$ cat config.mk
export PLATFORM = sky130hd
export DESIGN_NAME = array_doubly_linked_list
export DESIGN_NICKNAME = d
export VERILOG_FILES = /design/src/sv/adll_pkg.sv /design/src/sv/array_doubly_linked_list.sv
export SDC_FILE = /design/constraint.sdc
export NUM_CORES = 2
export LEC_CHECK = 0
export ABC_AREA = 1
export BUFFER_PORTS_ARGS = -buffer_cell sky130_fd_sc_hd__buf_2
export CORE_MARGIN = 3
export CORE_UTILIZATION = 57
export DETAILED_ROUTE_END_ITERATION = 8
export GPL_ROUTABILITY_DRIVEN = 0
export GPL_TIMING_DRIVEN = 0
export PLACE_DENSITY = 0.87
export RECOVER_POWER = 100
export SLEW_MARGIN = 20
export SYNTH_ARGS = -nofsm -noshare
export SYNTH_HDL_FRONTEND = slang
export SYNTH_SLANG_ARGS = --single-unit
$ cat constraint.sdc
create_clock -name clk -period 4.6 [get_ports clk]
set_input_delay 0 -clock clk [delete_from_list [all_inputs] [get_ports clk]]
set_output_delay 0 -clock clk [all_outputs]
set_load 0.03 [all_outputs]
$ cat src/sv/adll_pkg.sv
// ----------------------------------------------------------------------------
// Array doubly linked list package
// Shared widths, codes and the sequencer state type.
// ----------------------------------------------------------------------------
package adll_pkg;

  localparam int SLOTS       = 64;
  localparam int SLOT_W      = 6;
  localparam int FREE_W      = 7;
  localparam int VALUE_W     = 32;
  localparam int MAX_RESULTS = 63;
  localparam int CMD_W       = 2;
  localparam int STATUS_W    = 2;
  localparam int IN_DATA_W   = 40;
  localparam int OUT_DATA_W  = 40;

  localparam logic [CMD_W-1:0] CMD_INSERT   = 2'd0;
  localparam logic [CMD_W-1:0] CMD_ERASE    = 2'd1;
  localparam logic [CMD_W-1:0] CMD_TRAVERSE = 2'd2;

  localparam logic [STATUS_W-1:0] ST_OK      = 2'd0;
  localparam logic [STATUS_W-1:0] ST_FULL    = 2'd1;
  localparam logic [STATUS_W-1:0] ST_INVALID = 2'd2;
  localparam logic [STATUS_W-1:0] ST_EMPTY   = 2'd3;

  typedef enum logic [2:0] {
    S_IDLE,
    S_INS_RD,
    S_INS_WR,
    S_ERA_RD,
    S_TRV_HEAD,
    S_TRV_WALK,
    S_EMIT
  } state_t;

endpackage

$ cat src/sv/array_doubly_linked_list.sv
// ----------------------------------------------------------------------------
// Array doubly linked list
// Linked list held in value, previous-link and next-link memories.
// ----------------------------------------------------------------------------
// One request is worked at a time. Insert reads the next link, writes the
// node and links its neighbours; erase reads both links and relinks them;
// a bad or full request goes straight to its result. A traverse reads the
// head link, gives an empty status for an empty list, else emits one node
// per cycle while results are taken, each step waiting on the next-link
// read. A result not taken holds the block until it is. Every request ends
// in a result register, so a new request is taken while the last waits.
module array_doubly_linked_list (
  input  logic                              clk,
  input  logic                              rst,
  input  logic                              s_tvalid,
  output logic                              s_tready,
  // position [5:0], value [37:6], zero [39:38]
  input  logic [adll_pkg::IN_DATA_W-1:0]    s_tdata,
  // command [1:0]
  input  logic [adll_pkg::CMD_W-1:0]        s_tuser,
  output logic                              m_tvalid,
  input  logic                              m_tready,
  // item_value [31:0], slot [37:32], zero [39:38]
  output logic [adll_pkg::OUT_DATA_W-1:0]   m_tdata,
  // status [1:0]
  output logic [adll_pkg::STATUS_W-1:0]     m_tuser,
  output logic                              m_tlast
);

  localparam int SW = adll_pkg::SLOT_W;
  localparam int VW = adll_pkg::VALUE_W;

  adll_pkg::state_t state, state_next;

  logic [adll_pkg::FREE_W-1:0] free_slot, free_slot_next;
  logic                        head_valid, head_valid_next;
  logic [adll_pkg::CMD_W-1:0]  cmd_q;
  logic [SW-1:0]               pos_q, pos_q_next;
  logic [VW-1:0]               val_q, val_q_next;
  logic [SW-1:0]               link_q, link_q_next;
  logic [SW-1:0]               cur, cur_next;
  logic [SW-1:0]               count, count_next;
  logic [SW-1:0]               res_slot, res_slot_next;
  logic [adll_pkg::STATUS_W-1:0] res_status, res_status_next;

  logic [VW-1:0]                 out_value, out_value_next;
  logic [SW-1:0]                 out_slot, out_slot_next;
  logic [adll_pkg::STATUS_W-1:0] out_status, out_status_next;
  logic                          out_last, out_last_next;
  logic                          out_valid;
  logic                          out_load, out_free;

  logic [VW-1:0] value_mem [adll_pkg::SLOTS];
  logic [SW-1:0] prev_mem  [adll_pkg::SLOTS];
  logic [SW-1:0] next_mem  [adll_pkg::SLOTS];

  logic          vs_we, pl_we, nl_we;
  logic [SW-1:0] vs_waddr, pl_waddr, nl_waddr;
  logic [VW-1:0] vs_wdata;
  logic [SW-1:0] pl_wdata, nl_wdata;
  logic          vs_re, pl_re, nl_re;
  logic [SW-1:0] vs_raddr, pl_raddr, nl_raddr;
  logic [VW-1:0] vs_rdata;
  logic [SW-1:0] pl_rdata, nl_rdata;
  logic          nl_rd_zero;
  logic [SW-1:0] nl_eff;

  logic          accept;
  logic [SW-1:0] in_pos;
  logic [SW-1:0] new_slot;
  logic          walk_last;

  assign in_pos   = s_tdata[SW-1:0];
  assign accept   = s_tvalid && s_tready;
  assign s_tready = (state == adll_pkg::S_IDLE);
  assign out_free = !out_valid || m_tready;
  assign new_slot = free_slot[SW-1:0];
  // The head link reads as zero until it is first written.
  assign nl_eff   = nl_rd_zero ? '0 : nl_rdata;
  assign walk_last = (nl_eff == '0) || (count == SW'(adll_pkg::MAX_RESULTS - 1));

  always_ff @(posedge clk) begin
    if (vs_we) begin
      value_mem[vs_waddr] <= vs_wdata;
    end
    if (vs_re) begin
      vs_rdata <= value_mem[vs_raddr];
    end
  end

  always_ff @(posedge clk) begin
    if (pl_we) begin
      prev_mem[pl_waddr] <= pl_wdata;
    end
    if (pl_re) begin
      pl_rdata <= prev_mem[pl_raddr];
    end
  end

  always_ff @(posedge clk) begin
    if (nl_we) begin
      next_mem[nl_waddr] <= nl_wdata;
    end
    if (nl_re) begin
      nl_rdata   <= next_mem[nl_raddr];
      nl_rd_zero <= (nl_raddr == '0) && !head_valid;
    end
  end

  always_ff @(posedge clk) begin
    if (rst) begin
      state      <= adll_pkg::S_IDLE;
      free_slot  <= adll_pkg::FREE_W'(1);
      head_valid <= 1'b0;
      out_valid  <= 1'b0;
    end else begin
      state      <= state_next;
      free_slot  <= free_slot_next;
      head_valid <= head_valid_next;
      if (out_load) begin
        out_valid <= 1'b1;
      end else if (m_tready) begin
        out_valid <= 1'b0;
      end
    end
  end

  always_ff @(posedge clk) begin
    if (accept) begin
      cmd_q <= s_tuser;
    end
    pos_q      <= pos_q_next;
    val_q      <= val_q_next;
    link_q     <= link_q_next;
    cur        <= cur_next;
    count      <= count_next;
    res_slot   <= res_slot_next;
    res_status <= res_status_next;
    out_value  <= out_value_next;
    out_slot   <= out_slot_next;
    out_status <= out_status_next;
    out_last   <= out_last_next;
  end

  always_comb begin
    state_next      = state;
    free_slot_next  = free_slot;
    head_valid_next = head_valid;
    pos_q_next      = pos_q;
    val_q_next      = val_q;
    link_q_next     = link_q;
    cur_next        = cur;
    count_next      = count;
    res_slot_next   = res_slot;
    res_status_next = res_status;
    out_load        = 1'b0;
    out_value_next  = out_value;
    out_slot_next   = out_slot;
    out_status_next = out_status;
    out_last_next   = out_last;
    vs_we = 1'b0; vs_waddr = new_slot; vs_wdata = val_q;
    pl_we = 1'b0; pl_waddr = new_slot; pl_wdata = pos_q;
    nl_we = 1'b0; nl_waddr = new_slot; nl_wdata = nl_eff;
    vs_re = 1'b0; vs_raddr = nl_eff;
    pl_re = 1'b0; pl_raddr = in_pos;
    nl_re = 1'b0; nl_raddr = in_pos;

    unique case (state)
      adll_pkg::S_IDLE: begin
        if (s_tvalid) begin
          pos_q_next = in_pos;
          val_q_next = s_tdata[SW +: VW];
          case (s_tuser)
            adll_pkg::CMD_INSERT: begin
              if (free_slot == adll_pkg::FREE_W'(adll_pkg::SLOTS)) begin
                res_slot_next   = '0;
                res_status_next = adll_pkg::ST_FULL;
                state_next      = adll_pkg::S_EMIT;
              end else if ({1'b0, in_pos} >= free_slot) begin
                res_slot_next   = in_pos;
                res_status_next = adll_pkg::ST_INVALID;
                state_next      = adll_pkg::S_EMIT;
              end else begin
                nl_re      = 1'b1;
                state_next = adll_pkg::S_INS_RD;
              end
            end
            adll_pkg::CMD_ERASE: begin
              if (in_pos == '0 || {1'b0, in_pos} >= free_slot) begin
                res_slot_next   = in_pos;
                res_status_next = adll_pkg::ST_INVALID;
                state_next      = adll_pkg::S_EMIT;
              end else begin
                nl_re      = 1'b1;
                pl_re      = 1'b1;
                state_next = adll_pkg::S_ERA_RD;
              end
            end
            adll_pkg::CMD_TRAVERSE: begin
              nl_re      = 1'b1;
              nl_raddr   = '0;
              state_next = adll_pkg::S_TRV_HEAD;
            end
            default: begin
              res_slot_next   = '0;
              res_status_next = adll_pkg::ST_INVALID;
              state_next      = adll_pkg::S_EMIT;
            end
          endcase
        end
      end
      adll_pkg::S_INS_RD: begin
        link_q_next = nl_eff;
        vs_we       = 1'b1;
        pl_we       = 1'b1;
        nl_we       = 1'b1;
        state_next  = adll_pkg::S_INS_WR;
      end
      adll_pkg::S_INS_WR: begin
        nl_we    = 1'b1;
        nl_waddr = pos_q;
        nl_wdata = new_slot;
        pl_we    = (link_q != '0);
        pl_waddr = link_q;
        pl_wdata = new_slot;
        if (pos_q == '0) begin
          head_valid_next = 1'b1;
        end
        free_slot_next  = free_slot + adll_pkg::FREE_W'(1);
        res_slot_next   = new_slot;
        res_status_next = adll_pkg::ST_OK;
        state_next      = adll_pkg::S_EMIT;
      end
      adll_pkg::S_ERA_RD: begin
        nl_we    = 1'b1;
        nl_waddr = pl_rdata;
        nl_wdata = nl_eff;
        pl_we    = (nl_eff != '0);
        pl_waddr = nl_eff;
        pl_wdata = pl_rdata;
        if (pl_rdata == '0) begin
          head_valid_next = 1'b1;
        end
        res_slot_next   = pos_q;
        res_status_next = adll_pkg::ST_OK;
        state_next      = adll_pkg::S_EMIT;
      end
      adll_pkg::S_TRV_HEAD: begin
        if (nl_eff == '0) begin
          res_slot_next   = '0;
          res_status_next = adll_pkg::ST_EMPTY;
          state_next      = adll_pkg::S_EMIT;
        end else begin
          vs_re      = 1'b1;
          nl_re      = 1'b1;
          nl_raddr   = nl_eff;
          cur_next   = nl_eff;
          count_next = '0;
          state_next = adll_pkg::S_TRV_WALK;
        end
      end
      adll_pkg::S_TRV_WALK: begin
        if (out_free) begin
          out_load        = 1'b1;
          out_value_next  = vs_rdata;
          out_slot_next   = cur;
          out_status_next = adll_pkg::ST_OK;
          out_last_next   = walk_last;
          if (walk_last) begin
            state_next = adll_pkg::S_IDLE;
          end else begin
            vs_re      = 1'b1;
            nl_re      = 1'b1;
            nl_raddr   = nl_eff;
            cur_next   = nl_eff;
            count_next = count + SW'(1);
          end
        end
      end
      adll_pkg::S_EMIT: begin
        if (out_free) begin
          out_load        = 1'b1;
          out_value_next  = '0;
          out_slot_next   = res_slot;
          out_status_next = res_status;
          out_last_next   = 1'b1;
          state_next      = adll_pkg::S_IDLE;
        end
      end
      default: begin
        state_next = adll_pkg::S_IDLE;
      end
    endcase
  end

  assign m_tvalid = out_valid;
  assign m_tdata  = {2'b00, out_slot, out_value};
  assign m_tuser  = out_status;
  assign m_tlast  = out_last;

  a_free_bound: assert property (@(posedge clk) disable iff (rst)
    free_slot <= adll_pkg::FREE_W'(adll_pkg::SLOTS) && free_slot != '0)
    else $error("free slot counter out of range");

  a_insert_alloc: assert property (@(posedge clk) disable iff (rst)
    state == adll_pkg::S_INS_WR |=> free_slot == $past(free_slot) + adll_pkg::FREE_W'(1))
    else $error("insert did not allocate exactly one slot");

  a_walk_count: assert property (@(posedge clk) disable iff (rst)
    state == adll_pkg::S_TRV_WALK |-> count < SW'(adll_pkg::MAX_RESULTS))
    else $error("traverse ran past its result limit");

  a_inner_ok: assert property (@(posedge clk) disable iff (rst)
    m_tvalid && !m_tlast |-> m_tuser == adll_pkg::ST_OK)
    else $error("non-final result with a failing status");

  a_cmd_held: assert property (@(posedge clk) disable iff (rst)
    state == adll_pkg::S_INS_RD |-> cmd_q == adll_pkg::CMD_INSERT)
    else $error("insert sequence entered for another command");

endmodule
==> qor.txt, run 1 <==
global route overflow: 128
synth unique cells: 54
Initial Utilization: 57.4%
sequential element share of the synthesized area: 75.0%
CTS root buf: clkbuf_16
first-pass GRT wire length: 821,000 um
status: aborted with a tool error
largest net degree at the start of global routing: 65
H-tree depth: 5
clock sinks: 2,978
GRT Overall Usage: 54.9%
syn_area_per_cell: 13.1 sq um
Row Count: 167
Post-synth top flop: edfxtp_1
synthesis-stage register bit count: 2,978
CTS max path bufs: 4
PortBufs: 85
DP Cell Count: 12,200
die width: 463 um
# IOs: 91
DP HPWL: 313,000 um
Post-synth EDFFs: 2,966
Num CTS Buffers: 288
First Err: [ERROR GRT-0116] Global routing finished with congestion. Check the congestion regions in the DRC Viewer.
die height: 463 um
vias in the first global route: 106,000
post-synthesis cell count: 9,062
Post-synth ARST share: 0%
Stop stage: global routing
Synthesis Warnings: 0
synthesized area: 0.119 sq mm
-- synth_stat cells, types with 20 or more instances --
| cell type | count | area share, % |
|---|---|---|
| o32ai_1 | 61 | 0.45 |
| nand4_1 | 41 | 0.22 |
| or2_2 | 129 | 0.68 |
| o221ai_1 | 176 | 1.3 |
| o211ai_1 | 177 | 1.1 |
| nor2_1 | 1508 | 4.8 |
| buf_2 | 163 | 0.69 |
| nand2_1 | 672 | 2.1 |
| inv_1 | 364 | 1.1 |
| buf_1 | 33 | 0.10 |
| nand3_1 | 532 | 2.2 |
| a31oi_1 | 20 | 0.11 |
| clkbuf_1 | 405 | 1.3 |
| o2111ai_1 | 90 | 0.66 |
| o21ai_0 | 1084 | 4.6 |
| nand3b_1 | 144 | 0.91 |
| nor3_1 | 33 | 0.14 |
| o22ai_1 | 249 | 1.3 |
| a21oi_1 | 74 | 0.31 |
| edfxtp_1 | 2966 | 75 |
-- stage by stage --
step,worst slack (ns),cell area [sq um]
floorplan,0.0361,119000
global placement,-6.39,123000
detailed placement,-0.185,128000
CTS,0.00934,138000
-- layer usage --
layer	GRT usage [%]	GRT overflow
met2	65.4	49
met3	49.7	6
met1	53.8	5
met5	30.9	1
met4	48.2	67
-- logic make-up after synthesis --
logic type,after synthesis,share of synthesized area (%)
and+or+nand+nor,3076,11.2
DFF,2978,75.0
AOI/OAI and AO/OA,2001,10.3
buffers and inverters,994,3.36
adders and majority gates,10,0.105
other,1,0.00315
xor gates and xnor gates,1,0.00736
muxes,1,0.00841
-- timing repair --
item,CTS
setup buffers,1
cloned,0
hold endpoints to repair,116
hold buffers,82
endpoints found under the setup margin,186
gates resized for setup,13
==> run 2, diff against run 1 <==
Settings changed: CORE_UTILIZATION 57 to 40, PLACE_DENSITY 0.87 to default, PLACE_DENSITY_LB_ADDON from default to 0.15.
Clock period 4.6 ns to 6 ns, I/O delays scaled along.
==> qor.txt, run 2 <==
status: complete, but fails checks (was aborted with a tool error)
violated checks: capacitance limit, slew limit, setup timing
DRT Pass-1 Iters: 9
GRT Overall Usage: 32.2%
startpoint types: flop
DP Worst Slack: 0.697 ns (was -0.185 ns)
synthesized area: 0.119 sq mm (unchanged)
minimum clock period: 6.11 ns
Post-synth EDFFs: 2,966 (unchanged)
CP Buf/Inv Count: 5
DP HPWL: 358,000 um (was 313,000 um)
synthesis-stage register bit count: 2,978 (unchanged)
top flop regs: value_mem (2048), next_mem (384), prev_mem (384)
CTS root buf: clkbuf_16 (unchanged)
commonest non-fill, non-tap cell in the layout: edfxtp_1
Routed Antenna Nets: 0
Hold Crit Class: in -> reg
PortBufs: 85 (unchanged)
drc violations: 0
final setup violation count: 5
Util after Layout: 46.3%
Slew Limit Headroom: -114%
die height: 551 um (was 463 um)
Final Hold Fails: 0
worst-skew pair later-pin latency: 0.93 ns
# IOs: 91 (unchanged)
final wirelength: 504,000 um
first-pass GRT wire length: 673,000 um
via count: 87,900
setup repair bufs after CTS: 0 (was 1)
Die ar.: 0.304 sq mm
post-synthesis cell count: 9,062 (unchanged)
layout cell share with drive strength beyond 1: 8.26%
Max-cap violations: 106
WP data required: 6.74 ns
die width: 551 um (was 463 um)
Synthesis Warnings: 0 (unchanged)
CTS max path bufs: 4 (unchanged)
H-tree depth: 5 (unchanged)
1st-iter DRT viols: 15,300
area leader, netlist: edfxtp_1 (unchanged)
syn_area_per_cell: 13.1 sq um (unchanged)
vias in the first global route: 81,000
CP arrival: 6.85 ns
worst r2r path cells: 11
critical path, cell by cell: nand2_1, inv_1, clkbuf_1, clkbuf_1, clkbuf_1, o211ai_1, nand3_1, o2111ai_1, nand4_1, o21ai_0, inv_1
sequential element share of the synthesized area: 75.0% (unchanged)
CTS clk-pin slew, worst paths: 0.06 ns
Post-synth top flop: edfxtp_1 (unchanged)
Worst Setup SP: nl_rdata[0]
Peak VDD IR: 300 uV
most numerous cell in the Yosys netlist: edfxtp_1 (unchanged)
hold slack final: 0.229 ns
fin crit share: 102%
clock sinks: 2,978 (unchanged)
Routed WL per cell: 35.8 um
worst clock skew: 0.0546 ns
FF-to-FF setup slack: -0.11 ns
max incr delay on CP: 1.10 ns
Top reg by flops: value_mem
global route overflow: 0
top post-synthesis cells by count: edfxtp_1, nor2_1, o21ai_0, nand2_1, nand3_1 (unchanged)
Final Max Slew Viols: 1,559
CTS tree: yes
Pwr per Cell Area: 543 mW/mm^2
max reg flops: 2,048
worst r2r src: nl_rdata[0]
commonest cells after routing, fill and taps aside: edfxtp_1, nor2_1, o21ai_0
synth unique cells: 54 (unchanged)
top cells by area, synth: edfxtp_1, nor2_1, o21ai_0 (unchanged)
reg2reg end: vs_rdata[5]
Worst setup endpoint: vs_rdata[5]
final net count: 9,902
critical path's top delay family: buffers and inverters
fmax: 0.164 GHz
worst-margin pin slew: 3.21 ns
Setup TNS: -0.398 ns
Row Count: 199 (was 167)
CP Depth: 11
Leak Pwr: 44.3 nW
Max Fanout on Critical Path: 11
Post-synth ARST share: 0% (unchanged)
Initial Utilization: 40.3% (was 57.4%)
routed vias/inst: 6.25
most numerous cell on the critical path: clkbuf_1
RSZ-0062 raised after global routing: false
WS Path Type: reg -> reg
antenna violations before repair: 54
Synth top area share: 74.8% (unchanged)
CP endpoint kind: flop
largest net degree at the start of global routing: 65
CP max stage cell: clkbuf_1
PnR worst setup slack: -0.109 ns
core area: 0.295 sq mm
Num CTS Buffers: 317 (was 288)
area grow syn2layout: 14.8%
run 2: cell counts after synthesis:
Identical to the previous run, type by type.
run 2: how the worst min path moves through the flow:
stage                      startpoint    endpoint  slack, ns  cells past startpoint
final                             rst  head_valid       0.23                      3
after global routing       s_tdata[5]    pos_q[5]       0.19                      2
after CTS                  s_tdata[5]    pos_q[5]       0.04                      2
after detailed placement  s_tdata[13]    val_q[7]       0.18                      1
after global placement    s_tdata[16]   val_q[10]       0.18                      1
after floorplan            s_tdata[0]    pos_q[0]        0.1                      0
run 2: kinds of logic (layout without fill, tap and decap cells):
logic type | after synthesis | after routing | share of synthesized area, %
compound gates | 2001 | 2001 | 10.3
xor+xnor | 1 | 1 | 0.00736
fa+ha+maj | 10 | 10 | 0.105
buf+inv | 994 | 2020 | 3.36
flops | 2978 | 2978 | 75.0
mux | 1 | 1 | 0.00841
other cells | 1 | 59 | 0.00315
simple gates | 3076 | 3076 | 11.2
run 2: power by group:
part           total, mW  internal [mW]  switching [mW]  leakage (nW)
combinational       28.7           5.44            23.3          12.5
clock               19.5           11.1            8.37          4.92
sequential          26.1           25.7           0.396          26.9
total               74.2           42.2            32.0          44.3
run 2: stage by stage:
step | area, sq um | cells | power (mW)
floorplan | 119000 | 9063 | 38.7
global placement | 124000 | 13100 | 53.1
detailed placement | 131000 | 13400 | 54.5
CTS | 142000 | 14000 | 73.7
global route | 137000 | 14000 | 75.2
finish | 137000 | 14100 | 74.2
run 2: layout make-up:
class                      count  area (sq um)
antenna                       57           143
buffer                       615          2600
clock buffer                 379          8360
clock inverter               183          1640
fill                       26600        158000
inverter                     379          1420
multi-input combinational   5091         25700
sequential                  2978         89300
tap                         3919          4900
timing repair buffer         464          2550
run 2: worst min-delay path: stages:
cell	delay, ns
dlygate4sd3_1	0.57
buf_1	0.30
a21oi_1	0.20
run 2: what timing repair did:
| action | in CTS | in global routing |
|---|---|---|
| hold buffers | 80 | 0 |
| gates resized for setup | 0 | 0 |
| endpoints found under the hold margin | 130 | 0 |
run 2: routing by layer:
layer / routed length, um / up-vias / track usage (%) / share of wire [%]
met1: 184000 / 43900 / 41.6 / 36
met3: 69500 / 1662 / 11.0 / 14
met4: 38700 / 28 / 19.3 / 7.7
met5: 637 / - / 1.30 / 0.13
li1: - / 35300 / - / -
met2: 212000 / 6998 / 46.6 / 42
No activity file was read; power rests on OpenSTA's default activity.
